--- src/hw/rtl/acps_pkg.sv ---
package acps_pkg;

  localparam int MAX_FRAME_DEF     = 1024;
  localparam int SAMPLE_BITS_DEF   = 12;
  localparam int MAX_CROSSINGS_DEF = 100;
  localparam int SKIP_AFTER        = 3;
  localparam int FIFO_DEPTH        = 4;
  localparam int CFG_DATA_W        = 16;
  localparam int CFG_IDX_W         = 2;

  typedef enum logic [1:0] {
    REG_ZERO_LEVEL = 2'd0,
    REG_MARGIN     = 2'd1,
    REG_FRAME_LEN  = 2'd2,
    REG_GAIN       = 2'd3
  } reg_idx_t;

  typedef struct packed {
    logic [11:0] frame_min;
    logic [11:0] frame_max;
    logic [11:0] frame_avg;
    logic [6:0]  crossing_count;
    logic [11:0] peak_high;
    logic [11:0] peak_low;
    logic [11:0] trough_high;
    logic [11:0] trough_low;
    logic [9:0]  first_peak_pos;
    logic signed [15:0] cal_min;
    logic signed [15:0] cal_max;
    logic signed [15:0] cal_avg;
  } result_t;

endpackage

--- src/hw/rtl/acps_if.sv ---
interface acps_sample_if;
  logic        valid;
  logic        ready;
  logic [11:0] sample;
  modport source (output valid, output sample, input ready);
  modport sink (input valid, input sample, output ready);
endinterface

interface acps_result_if;
  logic              valid;
  logic              ready;
  acps_pkg::result_t data;
  modport source (output valid, output data, input ready);
  modport sink (input valid, input data, output ready);
endinterface

--- src/hw/rtl/acps_front.sv ---
module acps_front #(
  parameter int SAMPLE_BITS = acps_pkg::SAMPLE_BITS_DEF,
  parameter int DEPTH       = acps_pkg::FIFO_DEPTH
) (
  input  logic        clk,
  input  logic        rst,
  input  logic        in_valid,
  output logic        in_ready,
  input  logic [11:0] in_sample,
  output logic        q_valid,
  input  logic        q_take,
  output logic [11:0] q_sample
);
  localparam int AW = $clog2(DEPTH);

  logic [11:0] buffer [DEPTH];
  logic [AW-1:0] wr_ptr;
  logic [AW-1:0] rd_ptr;
  logic [AW:0]   fill;
  logic          push;
  logic          pop;
  logic [11:0]   masked;

  assign masked   = in_sample & 12'((1 << SAMPLE_BITS) - 1);
  assign in_ready = fill != (AW+1)'(DEPTH);
  assign push     = in_valid && in_ready;
  assign q_valid  = fill != '0;
  assign pop      = q_valid && q_take;
  assign q_sample = buffer[rd_ptr];

  always_ff @(posedge clk) begin
    if (push) begin
      buffer[wr_ptr] <= masked;
    end
    if (rst) begin
      wr_ptr <= '0;
      rd_ptr <= '0;
      fill   <= '0;
    end else begin
      if (push) begin
        wr_ptr <= (wr_ptr == AW'(DEPTH - 1)) ? '0 : wr_ptr + 1'b1;
      end
      if (pop) begin
        rd_ptr <= (rd_ptr == AW'(DEPTH - 1)) ? '0 : rd_ptr + 1'b1;
      end
      fill <= fill + (AW+1)'(push) - (AW+1)'(pop);
    end
  end

  a_fill_bound: assert property (@(posedge clk) disable iff (rst)
    fill <= (AW+1)'(DEPTH)) else $error("queue overfilled");
  a_fill_step: assert property (@(posedge clk) disable iff (rst)
    push && !pop |=> fill == $past(fill) + 1'b1) else $error("fill count slip");
  a_pop_empty: assert property (@(posedge clk) disable iff (rst)
    fill == '0 |-> !pop) else $error("pop from empty queue");
endmodule

--- src/hw/rtl/acps_back.sv ---
module acps_back #(
  parameter int MAX_FRAME     = acps_pkg::MAX_FRAME_DEF,
  parameter int MAX_CROSSINGS = acps_pkg::MAX_CROSSINGS_DEF
) (
  input  logic              clk,
  input  logic              rst,
  input  logic              q_valid,
  output logic              q_take,
  input  logic [11:0]       q_sample,
  input  logic [11:0]       zero_level,
  input  logic [11:0]       crossing_margin,
  input  logic [10:0]       frame_len,
  input  logic signed [15:0] gain,
  output logic              res_valid,
  input  logic              res_ready,
  output acps_pkg::result_t res_data
);
  typedef enum logic [2:0] {
    S_RUN, S_DIV, S_CAL0, S_CAL1, S_CAL2, S_OUT
  } state_t;

  state_t state;
  logic [10:0] sample_index;
  logic [11:0] look0, look1;
  logic [21:0] running_sum;
  logic [11:0] running_min, running_max;
  logic [6:0]  crossings_seen;
  logic [1:0]  skip_left;
  logic [11:0] per_min, per_max;
  logic [9:0]  per_pos;
  logic [11:0] sum_ph, sum_pl, sum_th, sum_tl;
  logic [9:0]  first_pos;
  logic [21:0] rem;
  logic [11:0] quot;
  logic [10:0] len_hold;
  logic [4:0]  div_cnt;
  logic [11:0] cal_in;
  acps_pkg::result_t res;

  logic [10:0] len;
  logic [15:0] thr;
  logic        take;
  logic        crossing;
  logic [10:0] rem_hi_diff;
  logic signed [12:0] diff;
  logic signed [28:0] prod;
  logic signed [28:0] shifted;
  logic signed [15:0] sat;

  always_comb begin
    if (frame_len < 11'd3) begin
      len = 11'd3;
    end else if (32'(frame_len) > MAX_FRAME) begin
      len = 11'(MAX_FRAME);
    end else begin
      len = frame_len;
    end
  end

  assign thr = 16'(zero_level) - 16'(crossing_margin);
  assign q_take = state == S_RUN;
  assign take = q_valid && q_take;
  assign crossing = sample_index >= 11'd2 && 32'(crossings_seen) < MAX_CROSSINGS
                 && skip_left == 2'd0 && 16'(look1) > thr && 16'(look0) <= thr
                 && 16'(q_sample) < thr;
  assign rem_hi_diff = rem[21:11] - len_hold;
  assign diff = $signed({1'b0, cal_in}) - $signed({1'b0, zero_level});
  assign prod = diff * gain;
  assign shifted = (prod + ((prod < 0) ? 29'sd255 : 29'sd0)) >>> 8;
  assign sat = (shifted > 29'sd32767) ? 16'sh7fff :
               (shifted < -29'sd32768) ? 16'sh8000 : shifted[15:0];
  assign res_valid = state == S_OUT;
  assign res_data = res;

  always_ff @(posedge clk) begin
    if (rst) begin
      state <= S_RUN;
      sample_index <= '0;
      look0 <= '0;
      look1 <= '0;
      running_sum <= '0;
      running_min <= 12'hfff;
      running_max <= '0;
      crossings_seen <= '0;
      skip_left <= '0;
      per_min <= 12'hfff;
      per_max <= '0;
      per_pos <= '0;
      sum_ph <= '0;
      sum_pl <= 12'hfff;
      sum_th <= '0;
      sum_tl <= 12'hfff;
      first_pos <= '0;
      div_cnt <= '0;
    end else begin
      case (state)
        S_RUN: begin
          if (take) begin
            running_sum <= running_sum + 22'(q_sample);
            if (q_sample < running_min) running_min <= q_sample;
            if (q_sample > running_max) running_max <= q_sample;
            if (sample_index >= 11'd2 && 32'(crossings_seen) < MAX_CROSSINGS
                && skip_left != 2'd0) begin
              skip_left <= skip_left - 2'd1;
            end
            if (crossing) begin
              if (crossings_seen >= 7'd1) begin
                if (per_max > sum_ph) sum_ph <= per_max;
                if (per_max < sum_pl) sum_pl <= per_max;
                if (per_min > sum_th) sum_th <= per_min;
                if (per_min < sum_tl) sum_tl <= per_min;
                if (crossings_seen == 7'd1) first_pos <= per_pos;
              end
              crossings_seen <= crossings_seen + 7'd1;
              skip_left <= 2'(acps_pkg::SKIP_AFTER);
            end
            if (sample_index >= 11'd1 && 32'(crossings_seen) + (crossing ? 1 : 0) >= 1
                && 32'(crossings_seen) + (crossing ? 1 : 0) < MAX_CROSSINGS) begin
              if (crossing) begin
                per_max <= look0;
                per_min <= look0;
                per_pos <= 10'(sample_index - 11'd1);
              end else begin
                if (look0 > per_max) begin
                  per_max <= look0;
                  per_pos <= 10'(sample_index - 11'd1);
                end
                if (look0 < per_min) per_min <= look0;
              end
            end else if (crossing) begin
              per_min <= 12'hfff;
              per_max <= '0;
              per_pos <= 10'(sample_index - 11'd1);
            end
            look1 <= look0;
            look0 <= q_sample;
            if (sample_index + 11'd1 < len) begin
              sample_index <= sample_index + 11'd1;
            end else begin
              rem <= running_sum + 22'(q_sample);
              len_hold <= len;
              quot <= '0;
              div_cnt <= '0;
              res.frame_min <= (q_sample < running_min) ? q_sample : running_min;
              res.frame_max <= (q_sample > running_max) ? q_sample : running_max;
              state <= S_DIV;
            end
          end
        end
        S_DIV: begin
          // Restoring division, one quotient bit a cycle, 12 bits total.
          if (rem[21:11] >= len_hold) begin
            rem <= {rem_hi_diff[9:0], rem[10:0], 1'b0};
            quot <= {quot[10:0], 1'b1};
          end else begin
            rem <= {rem[20:0], 1'b0};
            quot <= {quot[10:0], 1'b0};
          end
          div_cnt <= div_cnt + 5'd1;
          if (div_cnt == 5'd11) begin
            state <= S_CAL0;
          end
        end
        S_CAL0: begin
          res.frame_avg <= quot;
          res.crossing_count <= crossings_seen;
          if (crossings_seen >= 7'd2) begin
            res.peak_high <= sum_ph;
            res.peak_low <= sum_pl;
            res.trough_high <= sum_th;
            res.trough_low <= sum_tl;
            res.first_peak_pos <= first_pos;
            cal_in <= sum_pl;
          end else begin
            res.peak_high <= zero_level;
            res.peak_low <= zero_level;
            res.trough_high <= zero_level;
            res.trough_low <= zero_level;
            res.first_peak_pos <= '0;
            cal_in <= zero_level;
          end
          state <= S_CAL1;
        end
        S_CAL1: begin
          res.cal_min <= sat;
          cal_in <= res.peak_high;
          state <= S_CAL2;
        end
        S_CAL2: begin
          if (cal_in == res.peak_high && div_cnt == 5'd12) begin
            res.cal_max <= sat;
            cal_in <= res.frame_avg;
            div_cnt <= 5'd13;
          end else begin
            res.cal_avg <= sat;
            state <= S_OUT;
          end
        end
        S_OUT: begin
          if (res_ready) begin
            state <= S_RUN;
            sample_index <= '0;
            running_sum <= '0;
            running_min <= 12'hfff;
            running_max <= '0;
            crossings_seen <= '0;
            skip_left <= '0;
            per_min <= 12'hfff;
            per_max <= '0;
            per_pos <= '0;
            sum_ph <= '0;
            sum_pl <= 12'hfff;
            sum_th <= '0;
            sum_tl <= 12'hfff;
            first_pos <= '0;
          end
        end
        default: state <= S_RUN;
      endcase
    end
  end

  a_cap: assert property (@(posedge clk) disable iff (rst)
    32'(crossings_seen) <= MAX_CROSSINGS) else $error("crossing count over cap");
  a_no_take: assert property (@(posedge clk) disable iff (rst)
    state != S_RUN |-> !take) else $error("sample taken while busy");
  a_out_hold: assert property (@(posedge clk) disable iff (rst)
    res_valid && !res_ready |=> res_valid) else $error("result dropped");
endmodule

--- src/hw/rtl/ac_current_period_stats_core.sv ---
// After the edge that takes the last sample of its frame, the back end runs the bit-serial
// average divider (S_DIV), selects the result fields (S_CAL0), forms the three calibration
// products (S_CAL1, S_CAL2) and then holds the result valid in S_OUT until it is taken.
// Throughput: one sample per cycle within a frame. From the end of a frame until its result
// is taken the back end takes no samples; the four-entry sample queue takes them until full.
// Reset (rst, synchronous) restores register defaults and clears the frame accumulators.
module ac_current_period_stats_core #(
  parameter int MAX_FRAME     = acps_pkg::MAX_FRAME_DEF,
  parameter int SAMPLE_BITS   = acps_pkg::SAMPLE_BITS_DEF,
  parameter int MAX_CROSSINGS = acps_pkg::MAX_CROSSINGS_DEF
) (
  input  logic clk,
  input  logic rst,
  input  logic cfg_we,
  input  logic [acps_pkg::CFG_IDX_W-1:0] cfg_index,
  input  logic [acps_pkg::CFG_DATA_W-1:0] cfg_data,
  acps_sample_if.sink   samples,
  acps_result_if.source results
);
  logic [11:0] zero_level;
  logic [11:0] crossing_margin;
  logic [10:0] frame_len;
  logic signed [15:0] gain;
  logic q_valid, q_take;
  logic [11:0] q_sample;

  always_ff @(posedge clk) begin
    if (rst) begin
      zero_level <= 12'd2048;
      crossing_margin <= '0;
      frame_len <= 11'd1024;
      gain <= 16'sd256;
    end else if (cfg_we) begin
      case (acps_pkg::reg_idx_t'(cfg_index))
        acps_pkg::REG_ZERO_LEVEL: zero_level <= cfg_data[11:0];
        acps_pkg::REG_MARGIN:     crossing_margin <= cfg_data[11:0];
        acps_pkg::REG_FRAME_LEN:  frame_len <= cfg_data[10:0];
        acps_pkg::REG_GAIN:       gain <= cfg_data;
        default: ;
      endcase
    end
  end

  acps_front #(.SAMPLE_BITS(SAMPLE_BITS)) u_front (
    .clk, .rst,
    .in_valid(samples.valid), .in_ready(samples.ready), .in_sample(samples.sample),
    .q_valid, .q_take, .q_sample
  );

  acps_back #(.MAX_FRAME(MAX_FRAME), .MAX_CROSSINGS(MAX_CROSSINGS)) u_back (
    .clk, .rst, .q_valid, .q_take, .q_sample,
    .zero_level, .crossing_margin, .frame_len, .gain,
    .res_valid(results.valid), .res_ready(results.ready), .res_data(results.data)
  );
endmodule

--- src/flat_wrapper.sv ---
// flat-port wrapper written by rule: the top's interface ports become plain ports
module ac_current_period_stats_core_flat 
#(
  parameter int MAX_FRAME     = acps_pkg::MAX_FRAME_DEF,
  parameter int SAMPLE_BITS   = acps_pkg::SAMPLE_BITS_DEF,
  parameter int MAX_CROSSINGS = acps_pkg::MAX_CROSSINGS_DEF
)
  (clk, rst, cfg_we, cfg_index, cfg_data, samples_valid, samples_sample, samples_ready, results_valid, results_data, results_ready);
  acps_sample_if samples_i ();
  acps_result_if results_i ();
  input  logic clk;
  input  logic rst;
  input  logic cfg_we;
  input  logic [acps_pkg::CFG_IDX_W-1:0] cfg_index;
  input  logic [acps_pkg::CFG_DATA_W-1:0] cfg_data;
  input wire logic [$bits(samples_i.valid)-1:0] samples_valid;
  input wire logic [$bits(samples_i.sample)-1:0] samples_sample;
  output wire logic [$bits(samples_i.ready)-1:0] samples_ready;
  output wire logic [$bits(results_i.valid)-1:0] results_valid;
  output wire logic [$bits(results_i.data)-1:0] results_data;
  input wire logic [$bits(results_i.ready)-1:0] results_ready;
  assign samples_i.valid = samples_valid;
  assign samples_i.sample = samples_sample;
  assign samples_ready = samples_i.ready;
  assign results_valid = results_i.valid;
  assign results_data = results_i.data;
  assign results_i.ready = results_ready;
  ac_current_period_stats_core #(.MAX_FRAME(MAX_FRAME), .SAMPLE_BITS(SAMPLE_BITS), .MAX_CROSSINGS(MAX_CROSSINGS)) u_core (.clk(clk), .rst(rst), .cfg_we(cfg_we), .cfg_index(cfg_index), .cfg_data(cfg_data), .samples(samples_i), .results(results_i));
endmodule
--- config.mk ---
export PLATFORM = sky130hd
export DESIGN_NAME = ac_current_period_stats_core_flat
export DESIGN_NICKNAME = d
export VERILOG_FILES = /design/src/hw/rtl/acps_pkg.sv /design/src/hw/rtl/acps_if.sv /design/src/hw/rtl/acps_front.sv /design/src/hw/rtl/acps_back.sv /design/src/hw/rtl/ac_current_period_stats_core.sv /design/src/flat_wrapper.sv
export SDC_FILE = /design/constraint.sdc
export NUM_CORES = 2
export LEC_CHECK = 0
export ABC_CLOCK_PERIOD_IN_PS = 25600
export BUFFER_PORTS_ARGS = -buffer_cell sky130_fd_sc_hd__buf_2
export CORE_AREA = 2 2 306 308
export CTS_BUF_LIST = sky130_fd_sc_hd__clkbuf_4 sky130_fd_sc_hd__clkbuf_8
export CTS_CLUSTER_SIZE = 10
export DETAILED_ROUTE_END_ITERATION = 7
export DIE_AREA = 0 0 308 310
export SLEW_MARGIN = 15
export SYNTH_ARGS = -nofsm -noshare
export SYNTH_HDL_FRONTEND = slang
export SYNTH_HIERARCHICAL = 1
export SYNTH_SLANG_ARGS = --single-unit
--- constraint.sdc ---
create_clock -name clk -period 25.6 [get_ports clk]
set_clock_uncertainty 0.1 [all_clocks]
set_input_delay 3.84 -clock clk [delete_from_list [all_inputs] [get_ports clk]]
set_output_delay 3.84 -clock clk [all_outputs]
set_load 0.1 [all_outputs]
# Word level (Yosys, flattened, before mapping)
# Memory sizes are Yosys's and may differ from the RTL's. A register that Yosys moved wholly into a read port is not among the register bits.
# Index checks and enable logic that the tools add are counted.
[totals] register_bits=454 ramBits=48 input_bits=35 out_inout_bits=151 word_cells=266 mem_count=1
[memory_table] memory="u_core.u_front.buffer" depth=4 width=12 rd=1 rd_clocked_by_memory_dff=1 write_ports=1 line="acps_front.sv:16" text="logic [11:0] buffer [DEPTH];"
[classes] addsub=15 mul=1 n_lt_le_gt_ge=25 eq_ne=33 n_mux=102 bitwise=3 n_reduce_logical=45
[ops] cell="12-bit two-way mux" count=36
[ops] cell="12-bit one-hot mux with 2 select lines" count=9
[ops] cell="22-bit two-way mux" count=5
[ops] cell="10-bit two-way mux" count=10
[ops] cell="22-bit one-hot mux with 2 select lines" count=2
[ops] cell="58-bit two-way mux" count=1
[ops] cell="11-bit two-way mux" count=5
[ops] cell="12-bit > comparator" count=4
[ops] cell="12-bit < comparator" count=4
[ops] cell="10-bit one-hot mux with 2 select lines" count=2
[ops] cell="12-bit one-hot mux with 3 select lines" count=1
[ops] cell="32-bit by 1-bit greater-or-equal comparator with 1-bit output (second input constant)" count=1
[ops] cell="16-bit two-way mux" count=2
[ops] cell="6-bit AND reduction" count=5
[ops] cell="29-bit by 9-bit adder with 29-bit output" count=1
[ops] cell="29-bit by 1-bit < comparator with 1-bit output (second input constant)" count=1
[ops] cell="13-bit by 16-bit multiplier with 29-bit output" count=1
[ops] cell="12-bit by 12-bit subtractor with 13-bit output" count=2
[ops] cell="2-bit != test (second input constant)" count=12
[ops] cell="4-bit AND reduction" count=6
[ops] cell="22-bit by 12-bit adder with 22-bit output" count=1
[ops] cell="11-bit one-hot mux with 2 select lines" count=1
[ops] cell="21-bit by 16-bit > comparator with 1-bit output (second input constant)" count=1
[ops] cell="21-bit by 16-bit < comparator with 1-bit output (second input constant)" count=1
[ops] cell="52 further kinds" count=110

# Longest topological paths before layout
[logic_depth] ltp_word=14 depth_mapped=36 depth_no_buf=33

# By module
# Netlist, hierarchy kept.
[by_module_without_submodules] module="acps_back" n_inst=1 cells_per_inst=3209 area_each_um2=30435.4 seq_area_each_um2=9989.6
[by_module_without_submodules] module="acps_front" n_inst=1 cells_per_inst=111 area_each_um2=2210.9 seq_area_each_um2=1621.6
[by_module_without_submodules] module="ac_current_period_stats_core" n_inst=1 cells_per_inst=191 area_each_um2=2068.2 seq_area_each_um2=1021.0

# Least setup slack after synthesis
# OpenSTA, ideal clock, no wires.
[synth_timing] path_type="input to register" from="input rst" to="register u_core.u_back.res, in the netlist u_core/u_back/res_data[100], enable pin" setup_ns=0.607 t_arrival_ns=9.724 t_required_ns=24.893 path_slack_ns=15.169 cell_stages=4 n_path_buf=3 cell_sequence="clkbuf_1 -> clkbuf_1 -> clkbuf_1 -> nor3_1"
[synth_via] elab_chain_len=2
[synth_lines] item="start, declared" line="flat_wrapper.sv:12" text="input logic rst;"
[synth_lines] item="1-bit NOT (no line)"
[synth_lines] item="2-bit AND reduction (no line)"
[synth_lines] item="end, declared" line="acps_back.sv:38" text="acps_pkg::result_t res;"
# No other way between the ends.
# A chain may end at the register's enable or synchronous reset.

# Worst setup path after layout
[layout_timing] from="register u_core.zero_level[1]" to="register u_core.u_back.res, in the netlist u_core/u_back/res_data[18] (data pin)"
[layout_via] elab_chain_len=8 elab_cells_between_ends=9 classes_between="2 x add/sub; 1 x mul; 3 x order compare; 3 x mux"
[layout_lines] item="start, declared" line="ac_current_period_stats_core.sv:20" text="logic [11:0] zero_level;"
[layout_lines] item="start signal, assigned" line="ac_current_period_stats_core.sv:35" text="acps_pkg::REG_ZERO_LEVEL: zero_level <= cfg_data[11:0];"
[layout_lines] item="12-bit by 12-bit subtractor with 13-bit output *" line="acps_back.sv:67" text="assign diff = $signed({1'b0, cal_in}) - $signed({1'b0, zero_level});"
[layout_lines] item="13-bit by 16-bit multiplier with 29-bit output *" line="acps_back.sv:68" text="assign prod = diff * gain;"
[layout_lines] item="29-bit by 1-bit < comparator with 1-bit output" line="acps_back.sv:69" text="assign shifted = (prod + ((prod < 0) ? 29'sd255 : 29'sd0)) >>> 8;"
[layout_lines] item="8-bit two-way mux" line="acps_back.sv:69"
[layout_lines] item="29-bit by 9-bit adder with 29-bit output *" line="acps_back.sv:69"
[layout_lines] item="21-bit by 16-bit < comparator with 1-bit output" line="acps_back.sv:71" text="(shifted < -29'sd32768) ? 16'sh8000 : shifted[15:0];"
[layout_lines] item="16-bit two-way mux" line="acps_back.sv:71"
[layout_lines] item="16-bit two-way mux *" line="acps_back.sv:70" text="assign sat = (shifted > 29'sd32767) ? 16'sh7fff :"
[layout_lines] item="net u_core.u_back.sat[2]" line="acps_back.sv:48" text="logic signed [15:0] sat;"
# Mark *: on every way through the listed nets, which the timed path passes. The rest lies on a longest branch.

==> results.cfg <==
[pwr]
ir_worst_vdd_mv = 0.0594
p_leak_uw = 0.0169
power_density_nw_per_um2 = 87.6

[sta]
worst_pin_slew_ps = 1190
max_freq_mhz = 102
worst_slack_ps = 15770
rsz0062_at_grt = false
timing.final.max_slew_violations = 0
setup_violations = 0
fin_crit_sh = 0.384
slew_headroom = 0.208
hold_slack_ps = 339
fin_setup_tns_ps = 0
hold_viol = 0
fin_crit_ps = 9830

[placed_design]
placed_cells = 4764
dp_slack_ps = 15790
gp_congestion = 0.875
port_buffers = 185
dp.final_hpwl_um = 67600
dpl_cell_area_um2 = 36800

[critical_path]
arrival_ps = 10130
critPathMostFrequentCell = fa_1
slowest_delay_ps = 680
path_class = reg2reg
end_kind = register
critPathMaxFanout = 18
required_ps = 25900
start_kind = register
cp_slowest_cell = a21oi_2

[synthesis]
synth_area_leaders = edfxtp_1, dfxtp_1, fa_1
synth.top_cell.area_share = 0.220
synth-warning-count = 6
synth.net_count = 4021
synth_top_area_cell = edfxtp_1
netlist_area_um2 = 34700
yosys_register_bits = 504
syn_inst = 3511
synth_edf_count = 254
async_flop_share = 0
synthFlopType = edfxtp_1
syn_avg_cell_area_um2 = 9.89
synth.distinct_cells = 114
seq_area_frac_synth = 0.364

[job]
maxCapViolCount = 0

[die]
die_w_um = 308
die-area_um2 = 95500
coreArea_um2 = 92500
chipHeight_um = 310
rows = 112
initial_utilization = 0.375
io_pins = 186

[clock_tree]
cts.hold.buffers_added = 0
clock_latency_ps = 750
root_buffer = clkbuf_8
htreeDepth = 3
clockBufferDepth = 3
cts.sinks = 504
post_cts.repair.setup_buffers = 0
clk_pin_slew_ps = 60
cts.repair.resized = 0
numCtsBuffers = 91
cts_tree = done

[routing]
vias = 26000
routed_wirelength_um = 92300
drc = 0
dr.pass1.iters = 6
wl_per_cell_um = 18.7
drtIter0Drc = 1868
ant_nets = 0
vias_per_cell = 5.26

[worst_hold_path]
hold_class = reg2reg

[final_layout]
final_cell_mix = inv_1, nand2_1, ha_1
layout-drive-gt1-share = 0.132
syn2layout_area_growth_pct = 12.2
final_common_cell = inv_1
fin_area_um2 = 39000
layout.nets = 4171
fin_cells = 4936

[global_routing]
grt_start_max_net_pins = 186
grt_pass1_vias = 25600
grt_usage = 0.192
grt_pass1_wl_um = 144000
antenna_found_initial = 4
overflow = 0

[status]
status = finished, final reports clean
[per-stage QoR]
stage	util	power, uW
2_1_floorplan	-	2190
3_3_place_gp	0.398	2520
3_5_place_dp	0.398	2540
4_1_cts	0.421	3450
5_1_grt	0.421	3660
6_report	0.421	3410
[sequential cells by signal, summed over array words and instances (netlist names), 16 cells and up, named ones only]
signal                     count
u_core/u_front/buffer         48
u_core/gain                   16
u_core/u_back/running_sum     22
u_core/u_back/res_data       149
u_core/u_back/rem             22
[Yosys cell counts, types with 9 or more instances]
cell       number
o21a_1         21
buf_2          14
a22o_1         19
a21oi_1       168
nor3_1         57
nand2b_1      116
xnor2_1        59
clkbuf_1      131
and2_1         48
mux2_1         10
o31ai_1        38
o22a_1         13
mux4_2         12
a21o_1         53
nand2_1       345
ha_1          274
inv_1         376
mux2_2         10
xor2_1         45
fa_1          201
nand4_1        52
o22ai_1        14
o211ai_1        9
and3_1         36
nor2b_1        48
o21ai_0       141
dfxtp_1       250
or3_1          18
a21boi_0       15
nor2_1        198
o2111ai_1       9
o22ai_2        10
or2_2          13
edfxtp_1      254
buf_1           9
a31oi_1        18
a32o_1         12
nand3_1        58
nor4_1         20
mux2i_1       144
[kinds of logic (layout without fill, tap and decap cells)]
family / count (synthesis) / count (layout) / synth area share
AND/OR/NAND/NOR: 1064 / 1064 / 0.153
AO/OA/AOI/OAI: 639 / 639 / 0.124
buffers and inverters: 548 / 775 / 0.0620
flip-flops: 504 / 504 / 0.364
adder cells (fa/ha/maj): 475 / 475 / 0.215
multiplexers: 176 / 176 / 0.0558
XOR/XNOR: 105 / 105 / 0.0269
other: 0 / 1 / 0
[critical path: cells and delay by family, from the launching register on]
family	cells	cell delay (ps)
muxes	1	400
DFF	1	490
adders and majority gates	8	3680
AOI/OAI and AO/OA	15	4140
buffers and inverters	5	560
and+or+nand+nor	1	120
[worst paths after layout]
kind	start	endpoint	slack, ps	depth (start not counted)
max	u_core/zero_level[1]$_SDFFE_PP0P_	u_core/u_back/res_data[18]$_DFFE_PP_	15770	30
min	u_core/u_back/quot[11]$_SDFFCE_PN0P_	u_core/u_back/res_data[124]$_DFFE_PP_	340	0
max reg2reg	u_core/zero_level[1]$_SDFFE_PP0P_	u_core/u_back/res_data[18]$_DFFE_PP_	15770	30
min reg2reg	u_core/u_back/quot[11]$_SDFFCE_PN0P_	u_core/u_back/res_data[124]$_DFFE_PP_	340	0
[routing by layer]
layer / vias to the layer above / GRT usage / part of all wire
met4: 2 / 0.0623 / 0.030
li1: 12500 / - / -
met1: 12600 / 0.256 / 0.45
met2: 729 / 0.311 / 0.46
met5: - / 0 / 0.00011
met3: 161 / 0.0399 / 0.065
[report_power, final]
| part | switching [uW] | internal, uW | total, uW |
|---|---|---|---|
| logic | 898 | 582 | 1480 |
| registers | 71.0 | 974 | 1050 |
| clock network | 378 | 511 | 889 |
[layout make-up]
class,count,area (um2)
fillers,9005,53500
multi-input cells,2459,20000
flip-flops and latches,504,12600
clock buffers,130,1630
well taps,1197,1500
inverters,379,1420
repair buffers,226,1250
clock inverters,40,510
diodes,1,2.50
(Power assumes the default switching activity.)
